## config.mk

```make
export PLATFORM = sky130hd
export DESIGN_NAME = gasp_map_mem
export DESIGN_NICKNAME = d
export VERILOG_FILES = /design/src/rtl/gasp_pkg.sv /design/src/rtl/gasp_map_mem.sv
export SDC_FILE = /design/constraint.sdc
export NUM_CORES = 1
export LEC_CHECK = 0
export BUFFER_PORTS_ARGS = -buffer_cell sky130_fd_sc_hd__buf_4
export CORE_MARGIN = 3
export CORE_UTILIZATION = 55
export CTS_CLUSTER_SIZE = 30
export DETAILED_ROUTE_END_ITERATION = 8
export PLACE_DENSITY = 0.72
export SYNTH_ARGS = -nofsm -noshare
export SYNTH_HDL_FRONTEND = slang
export SYNTH_SLANG_ARGS = --single-unit
export TNS_END_PERCENT = 5
```

## constraint.sdc

```tcl
create_clock -name clk -period 2.8 [get_ports clk]
set_clock_uncertainty 0.1 [all_clocks]
set_input_delay 0.14 -clock clk [delete_from_list [all_inputs] [get_ports clk]]
set_output_delay 0.14 -clock clk [all_outputs]
set_load 0.02 [all_outputs]
```

## src/rtl/gasp_pkg.sv

```systemverilog
package gasp_pkg;

	localparam int GRID_W     = 16;
	localparam int GRID_H     = 16;
	localparam int CELLS      = GRID_W * GRID_H;
	localparam int CELL_BITS  = 8;
	localparam int SLOTS      = 64;
	localparam int SLOT_BITS  = 6;
	localparam int G_BITS     = 9;
	localparam int F_BITS     = 10;

	localparam logic [1:0] FUNC_CLEAR = 2'd0;
	localparam logic [1:0] FUNC_BLOCK = 2'd1;
	localparam logic [1:0] FUNC_SEARCH = 2'd2;
	localparam logic [1:0] FUNC_READ  = 2'd3;

	localparam logic [G_BITS-1:0] G_INF = '1;
	localparam logic [F_BITS-1:0] F_INF = '1;

	// One word of the per-cell score memory.
	typedef struct packed {
		logic                  pv;
		logic [3:0]            px;
		logic [3:0]            py;
		logic [G_BITS-1:0]     g;
		logic [F_BITS-1:0]     f;
	} cell_word_t;

	// Command from the sequencer to the score memory.
	typedef struct packed {
		logic                  rd;
		logic                  wr;
		logic [CELL_BITS-1:0]  addr;
		cell_word_t            wdata;
	} cell_cmd_t;

	// Absolute difference of two grid coordinates.
	function automatic logic [4:0] adiff(input logic [3:0] a, input logic [3:0] b);
		adiff = (a > b) ? {1'b0, a - b} : {1'b0, b - a};
	endfunction

endpackage

```

## src/rtl/gasp_map_mem.sv

```systemverilog
module gasp_map_mem
	import gasp_pkg::*;
(
	input  logic                 clk,
	input  logic                 wr,
	input  logic                 wdata,
	input  logic [CELL_BITS-1:0] waddr,
	input  logic [CELL_BITS-1:0] raddr,
	output logic                 rdata
);

	logic mem [CELLS];

	// Obstacle map: one write and one registered read a cycle.
	always_ff @(posedge clk) begin
		if (wr) begin
			mem[waddr] <= wdata;
		end
		rdata <= mem[raddr];
	end

endmodule

```

==> Word-level counts from Yosys, hierarchy flattened <==
Memory sizes are Yosys's and may differ from the RTL's. A register that Yosys moved wholly into a read port is not among the register bits.
Cells that the tools add are included.
{ "totals": {"reg_bits": 0, "ram_bits": 256, "input_bits": 19, "out_inout_bits": 1, "word_cells": 3, "memories": 1} }
{ "mem_list": {"columns": ["memory", "words", "width", "read_ports", "rd_clocked_by_memory_dff", "write_ports", "line", "text"], "rows": [
  ["mem", 256, 1, 1, 1, 1, "gasp_map_mem.sv:12", "logic mem [CELLS];"]
]} }
{ "op_classes": {"n_mux": 2} }
{ "ops": {"columns": ["op", "count"], "rows": [
  ["$mux 1", 2]
]} }

==> Longest topological paths before layout <==
Gate-level depths: netlist of the first run.
{ "depth": {"ltp_word": 2, "mapped_depth": 10, "depth_no_buf": 6} }

==> Least setup slack after synthesis of the first run <==
No wires, ideal clock.
{ "synth_timing": {"path_type": "input port to flip-flop", "startpoint": "input raddr[0]", "endpoint": "register rdata, read port of mem", "setup_ps": 129, "arrival_time_ps": 1786, "required_ps": 2571, "setup_slack_ps": 785, "cell_stages": 8, "path_buffers": 2, "path_cell_list": "buf_6 buf_6 mux4_2 mux4_2 mux2i_1 o22ai_1 a21oi_1 a22oi_1"} }
{ "synth_rtl": {"columns": ["element", "line", "text"], "rows": [
  ["start, declared", "gasp_map_mem.sv:8", "input logic [CELL_BITS-1:0] raddr,"],
  ["end, declared", "gasp_map_mem.sv:9", "output logic rdata"]
]} }

==> flow_metrics.env, run 1 <==
export IMPL_mappedNetlistArea_um2=11130
export IMPL_dp_final_hpwl_um=14740
export IMPL_post_cts_buffers=0
export IMPL_track_usage_pct=23.16
export IMPL_floorplan_die_area_um2=21980
export IMPL_status="completed"
export IMPL_synth_nets=807
export IMPL_worst_r2r_startpoint="mem[11]"
export IMPL_initialDrtViolationCount=807
export IMPL_remaining_global_route_overflow=0
export IMPL_power_static_leakage_nw=3.846
export IMPL_tightest_slew_ps=946.2
export IMPL_class_of_the_worst_hold_path="in2reg"
export IMPL_timing_final_ws_setup_ps=257.5
export IMPL_final_hold_viols=0
export IMPL_layout_filler_cells=1450
export IMPL_dr_total_vias=6657
export IMPL_fmaxAchievable_ghz=0.3933
export IMPL_insertion_delay_to_the_later_sink_of_the_worst_skew_pair_ps=530
export IMPL_stdcell_area_um2=12430
export IMPL_synth_top_cell_by_area="sky130_fd_sc_hd__edfxtp_1"
export IMPL_irDropWorstVdd_uv=497.1
export IMPL_die_height_um=148.2
export IMPL_synth_yosys_seq_area_share_pct=69.26
export IMPL_synthesis_area_per_instance_um2=14.12
export IMPL_drc=0
export IMPL_count_of_boundary_i_o_pins=20
export IMPL_synthArstFlopShare_pct=0
export IMPL_power_density_of_the_placed_cells_nw_per_um2=668.8
export IMPL_grt_start_max_net_pins=126
export IMPL_postSynthCellCount=788
export IMPL_floorplan_die_width_um=148.2
export IMPL_finalWeightedCongestion=0.8214
export IMPL_power_total_mw=8.315
export IMPL_cts_sinks=257
export IMPL_clock_tree_buffer_depth=3
export IMPL_setup_worst_path_end_class="flop"
export IMPL_place_area_um2=11480
export IMPL_post_synth_num_cell_types=35
export IMPL_clk_pin_slew_worst_paths_ps=60
export IMPL_post_route_cells_drive_above_1_share_pct=14.27
export IMPL_vias_in_the_first_global_route=6806
export IMPL_insertedDiodeCount=0
export IMPL_postRouteAntennaNets=0
export IMPL_max_cap_viol_count=0
export IMPL_fin_setup_tns_ps=0
export IMPL_timing_final_setup_violations=0
export IMPL_synth_yosys_warnings=0
export IMPL_synth_ff_latch_count=257
export IMPL_avgRoutedWirePerCell_um=23.18
export IMPL_grt_antenna_before_repair=0
export IMPL_startpoint_to_endpoint_class_of_the_critical_path="reg2reg"
export IMPL_synth_top_cell_area_share_pct=69.08
export IMPL_layout_worst_path_cycle_share_pct=90.80
export IMPL_clk_root_buffer_cell="sky130_fd_sc_hd__clkbuf_16"
export IMPL_post_route_min_period_ps=2543
export IMPL_detail_route_first_pass_iterations=5
export IMPL_rsz0062_at_grt="no"
export IMPL_core_area_um2=19650
export IMPL_critical_path_startpoint_type="flop"
export IMPL_io_buffers=19
export IMPL_growth_of_design_area_from_synthesis_to_finish_pct=11.73
export IMPL_cts_tree="done"
export IMPL_detail_route_vias_per_cell=6.135
export IMPL_hold_start="raddr[5]"
export IMPL_clock_tree_htree_level_count=1
export IMPL_post_cts_resized=0
export IMPL_timing_max_slew_rel_slack_pct=36.76
export IMPL_startpoint="mem[11]"
export IMPL_finalWirelength_um=25150
export IMPL_synth_main_ff_cell="sky130_fd_sc_hd__edfxtp_1"
export IMPL_cts_inserted_buffers=26
export IMPL_final_util_pct=63.26
export IMPL_rows=51
export IMPL_wire_length_of_the_first_global_routing_pass_um=38560
export IMPL_initial_core_util_pct=56.62
export IMPL_critical_path_arrival_ps=2850
export IMPL_critical_path_peak_fanout=1
export IMPL_final_nets=819
export IMPL_timing_critical_path_required_ps=3110
export IMPL_cell_types_with_the_largest_area_share_after_synthesis="sky130_fd_sc_hd__edfxtp_1, sky130_fd_sc_hd__nor2_1, sky130_fd_sc_hd__mux4_2, sky130_fd_sc_hd__mux2i_1, sky130_fd_sc_hd__clkbuf_1"
export IMPL_synth_edff_count=256
export IMPL_dp_worst_setup_slack_ps=330.1
export IMPL_final_max_slew_viol_count=0
==> cells in the mapped netlist (2+ instances only) <==
| cell | n |
|---|---|
| sky130_fd_sc_hd__a2111oi_0 | 2 |
| sky130_fd_sc_hd__a21oi_1 | 2 |
| sky130_fd_sc_hd__a22o_1 | 6 |
| sky130_fd_sc_hd__a22oi_1 | 8 |
| sky130_fd_sc_hd__a311oi_1 | 2 |
| sky130_fd_sc_hd__a31oi_1 | 3 |
| sky130_fd_sc_hd__buf_2 | 6 |
| sky130_fd_sc_hd__buf_4 | 5 |
| sky130_fd_sc_hd__buf_6 | 5 |
| sky130_fd_sc_hd__clkbuf_1 | 39 |
| sky130_fd_sc_hd__edfxtp_1 | 256 |
| sky130_fd_sc_hd__mux2i_1 | 51 |
| sky130_fd_sc_hd__mux4_2 | 42 |
| sky130_fd_sc_hd__nand2_1 | 23 |
| sky130_fd_sc_hd__nand3_1 | 12 |
| sky130_fd_sc_hd__nand3b_1 | 3 |
| sky130_fd_sc_hd__nor2_1 | 268 |
| sky130_fd_sc_hd__nor2b_1 | 9 |
| sky130_fd_sc_hd__nor3_1 | 3 |
| sky130_fd_sc_hd__nor4_1 | 5 |
| sky130_fd_sc_hd__o21ai_0 | 2 |
| sky130_fd_sc_hd__o22ai_1 | 23 |
==> worst max-delay path, stage by stage, from the launching register on <==
cell and delay [ps]:
sky130_fd_sc_hd__edfxtp_1 380, sky130_fd_sc_hd__mux4_2 470, sky130_fd_sc_hd__a22o_1 250, sky130_fd_sc_hd__nor4_1 200, sky130_fd_sc_hd__a2111oi_0 120, sky130_fd_sc_hd__a311oi_1 250
sky130_fd_sc_hd__dlygate4sd3_1 580, sky130_fd_sc_hd__a22oi_1 80
==> logic make-up after synthesis <==
| logic type | after synthesis | share of synthesized area [%] |
|---|---|---|
| DFF | 257 | 69.26 |
| AOI/OAI and AO/OA | 50 | 3.115 |
| and+or+nand+nor | 330 | 11.94 |
| muxes | 94 | 13.19 |
| buffers and inverters | 57 | 2.496 |
==> what timing repair did <==
action	4_1_cts	5_1_grt
endpoints found under the setup margin	0	0
endpoints found under the hold margin	59	0
hold buffers	5	0
==> per-stage QoR <==
step | hold WS (ps) | instances
2_1_floorplan | 138.9 | 788
3_3_place_gp | 427.3 | 1032
3_5_place_dp | 394.0 | 1032
4_1_cts | 24.83 | 1085
5_1_grt | 80.85 | 1085
6_report | 34.11 | 1085
==> layout make-up <==
type                       instances  area, um2  area share (%)
clock buffer                      30      686.9           5.525
clock inverter                    18      219.0           1.761
inverter                           1      3.754         0.03019
multi-input combinational        474       3143           25.28
sequential                       257       7707           61.99
tap                              265      331.6           2.667
timing repair buffer              40      341.6           2.747
==> power by group <==
part / total [mW] / internal [mW] / switching, mW
clock: 3.65 / 2.22 / 1.43
sequential: 4.24 / 4.24 / 0.00337
combinational: 0.427 / 0.155 / 0.272
total: 8.32 / 6.61 / 1.71
==> registers in the layout, summed over array words and instances (netlist names) <==
name	flops
rdata	1
mem	256
==> layout by cell type (no fill, tap or decap), types with 2 or more instances in the layout <==
cell type	netlist	final
sky130_fd_sc_hd__o21ai_0	2	2
sky130_fd_sc_hd__a21oi_1	2	2
sky130_fd_sc_hd__clkbuf_16	0	27
sky130_fd_sc_hd__nand2_1	23	23
sky130_fd_sc_hd__buf_12	0	2
sky130_fd_sc_hd__clkinv_1	0	6
sky130_fd_sc_hd__a31oi_1	3	3
sky130_fd_sc_hd__dlygate4sd3_1	0	5
sky130_fd_sc_hd__mux4_2	42	42
sky130_fd_sc_hd__buf_4	5	32
sky130_fd_sc_hd__nand3_1	12	12
sky130_fd_sc_hd__a311oi_1	2	2
sky130_fd_sc_hd__o22ai_1	23	23
sky130_fd_sc_hd__nor2b_1	9	9
sky130_fd_sc_hd__a22o_1	6	6
sky130_fd_sc_hd__a2111oi_0	2	2
sky130_fd_sc_hd__nor2_1	268	268
sky130_fd_sc_hd__a22oi_1	8	8
sky130_fd_sc_hd__clkinv_2	0	3
sky130_fd_sc_hd__clkinvlp_4	0	3
sky130_fd_sc_hd__bufinv_16	0	5
sky130_fd_sc_hd__clkbuf_1	39	3
sky130_fd_sc_hd__nor4_1	5	5
sky130_fd_sc_hd__mux2i_1	51	51
sky130_fd_sc_hd__nor3_1	3	3
sky130_fd_sc_hd__nand3b_1	3	3
sky130_fd_sc_hd__edfxtp_1	256	256
==> layer usage <==
layer / share of wire [%] / vias up / GRT usage (%)
li1: - / 2941 / -
met1: 39 / 3390 / 31.24
met2: 51 / 280 / 40.10
met3: 8.0 / 46 / 3.199
met4: 2.1 / 0 / 6.467
met5: 0 / - / 0
==> final timing paths <==
kind,endpoint,slack [ps],cells after the start
max,rdata,260,7
min,rdata,30,4
max reg2reg,rdata,260,7
min reg2reg,rdata,820,6
Note: power is estimated with default switching activity, not from simulation.
==> run 2: changes to the inputs <==
--- a/config.mk
+++ b/config.mk
@@ -11,6 +11,7 @@
 export CTS_CLUSTER_SIZE = 30
 export DETAILED_ROUTE_END_ITERATION = 8
 export PLACE_DENSITY = 0.72
+export RECOVER_POWER = 50
 export SYNTH_ARGS = -nofsm -noshare
 export SYNTH_HDL_FRONTEND = slang
 export SYNTH_SLANG_ARGS = --single-unit
==> run 2 against run 1 <==
Sequential power is essentially flat. Register-to-register slack is essentially flat. Maximum frequency shrank 0.21%. Cell count is the same. Sequential share of layout area grew 0.19 points. Die area is the same. Via count grew 0.60%. Critical path type unchanged.
==> flow_metrics.env, run 2 (synthesis results as in run 1) <==
export IMPL_status="completed"
export IMPL_dr_total_vias=6697
export IMPL_place_area_um2=11480
export IMPL_critical_path_peak_fanout=1
export IMPL_timing_final_setup_violations=0
export IMPL_timing_critical_path_required_ps=3110
export IMPL_power_total_mw=8.315
export IMPL_detail_route_vias_per_cell=6.172
export IMPL_rows=51
export IMPL_die_height_um=148.2
export IMPL_critical_path_arrival_ps=2860
export IMPL_max_cap_viol_count=0
export IMPL_drc=0
export IMPL_startpoint_to_endpoint_class_of_the_critical_path="reg2reg"
export IMPL_power_density_of_the_placed_cells_nw_per_um2=670.9
export IMPL_avgRoutedWirePerCell_um=23.15
export IMPL_initialDrtViolationCount=722
export IMPL_track_usage_pct=23.16
export IMPL_clock_tree_buffer_depth=3
export IMPL_vias_in_the_first_global_route=6806
export IMPL_remaining_global_route_overflow=0
export IMPL_dp_final_hpwl_um=14740
export IMPL_timing_max_slew_rel_slack_pct=17.61
export IMPL_postRouteAntennaNets=0
export IMPL_most_frequent_standard_cell_in_the_layout_excluding_fill_and_tap_cells="sky130_fd_sc_hd__nor2_1"
export IMPL_final_nets=819
export IMPL_clk_root_buffer_cell="sky130_fd_sc_hd__clkbuf_16"
export IMPL_post_route_min_period_ps=2548
export IMPL_grt_antenna_before_repair=0
export IMPL_largest_register_ff_count=256
export IMPL_finalWeightedCongestion=0.8214
export IMPL_post_route_cells_drive_above_1_share_pct=13.41
export IMPL_irDropWorstVdd_uv=498.1
export IMPL_initial_core_util_pct=56.62
export IMPL_largest_register="mem"
export IMPL_tightest_slew_ps=1236
export IMPL_floorplan_die_width_um=148.2
export IMPL_rsz0062_at_grt="no"
export IMPL_clk_pin_slew_worst_paths_ps=60
export IMPL_wire_length_of_the_first_global_routing_pass_um=38560
export IMPL_cts_tree="done"
export IMPL_layout_cells_non_filler=1085
export IMPL_insertedDiodeCount=0
export IMPL_count_of_boundary_i_o_pins=20
export IMPL_setup_worst_path_end_class="flop"
export IMPL_growth_of_design_area_from_synthesis_to_finish_pct=11.38
export IMPL_final_hold_viols=0
export IMPL_final_max_slew_viol_count=0
export IMPL_fmaxAchievable_ghz=0.3925
export IMPL_grt_start_max_net_pins=126
export IMPL_layout_cells_most_common_list="sky130_fd_sc_hd__nor2_1, sky130_fd_sc_hd__edfxtp_1, sky130_fd_sc_hd__mux2i_1"
export IMPL_dp_worst_setup_slack_ps=330.1
export IMPL_fin_setup_tns_ps=0
export IMPL_cells_after_dpl=1032
export IMPL_clock_tree_htree_level_count=1
export IMPL_core_area_um2=19650
export IMPL_power_static_leakage_nw=3.817
export IMPL_critical_path_startpoint_type="flop"
export IMPL_stdcell_area_um2=12390
export IMPL_insertion_delay_to_the_later_sink_of_the_worst_skew_pair_ps=530
export IMPL_layout_worst_path_cycle_share_pct=90.99
export IMPL_finalWirelength_um=25110
export IMPL_cts_sinks=257
export IMPL_timing_final_ws_setup_ps=252.2
export IMPL_class_of_the_worst_hold_path="in2reg"
export IMPL_largestRegisters="mem x256, rdata x1"
export IMPL_detail_route_first_pass_iterations=5
export IMPL_cts_inserted_buffers=26
export IMPL_floorplan_die_area_um2=21980
export IMPL_io_buffers=19
[run 2: what timing repair did]
item	CTS	global route
buffers inserted	0	0
resized for setup	0	0
hold buffers	5	0
hold endpoints to repair	59	0
[run 2: final timing paths]
kind	from	end	slack (ps)	cells past startpoint
max reg2reg	mem[11]	rdata	250	7
min reg2reg	mem[181]	rdata	810	6
min	raddr[5]	rdata	30	4
max	mem[11]	rdata	250	7
[run 2: layout make-up]
class                           count  area, um2
Sequential cell                   257       7707
Tap cell                          265      331.6
Fill cell                        1454       7259
Clock buffer                       30      686.9
Inverter                            1      3.754
Clock inverter                     18      219.0
Timing Repair Buffer               40      302.8
Multi-Input combinational cell    474       3143
[run 2: where the power goes]
group	switching, mW	total, mW	internal (mW)
sequential	0.00328	4.24	4.24
combinational	0.273	0.421	0.148
clock	1.43	3.65	2.22
[run 2: worst max-delay path: stages, from the launching register on]
cell                            delay, ps
sky130_fd_sc_hd__edfxtp_1             380
sky130_fd_sc_hd__mux4_2               470
sky130_fd_sc_hd__a22o_1               250
sky130_fd_sc_hd__nor4_1               210
sky130_fd_sc_hd__a2111oi_0            120
sky130_fd_sc_hd__a311oi_1             250
sky130_fd_sc_hd__dlygate4sd3_1        580
sky130_fd_sc_hd__a22oi_1               80
[run 2: stage by stage]
step	hold WS, ps	utilization, %
CTS	24.83	63.26
detailed placement	394.0	58.40
floorplan	138.9	-
finish	34.71	63.06
global route	80.85	63.06
global placement	427.3	58.40
[run 2: metal layers]
layer / global-route usage [%] / part of all wire (%)
met3: 3.199 / 8.3
met1: 31.24 / 38
met2: 40.10 / 52
met4: 6.467 / 2.0
met5: 0 / 0
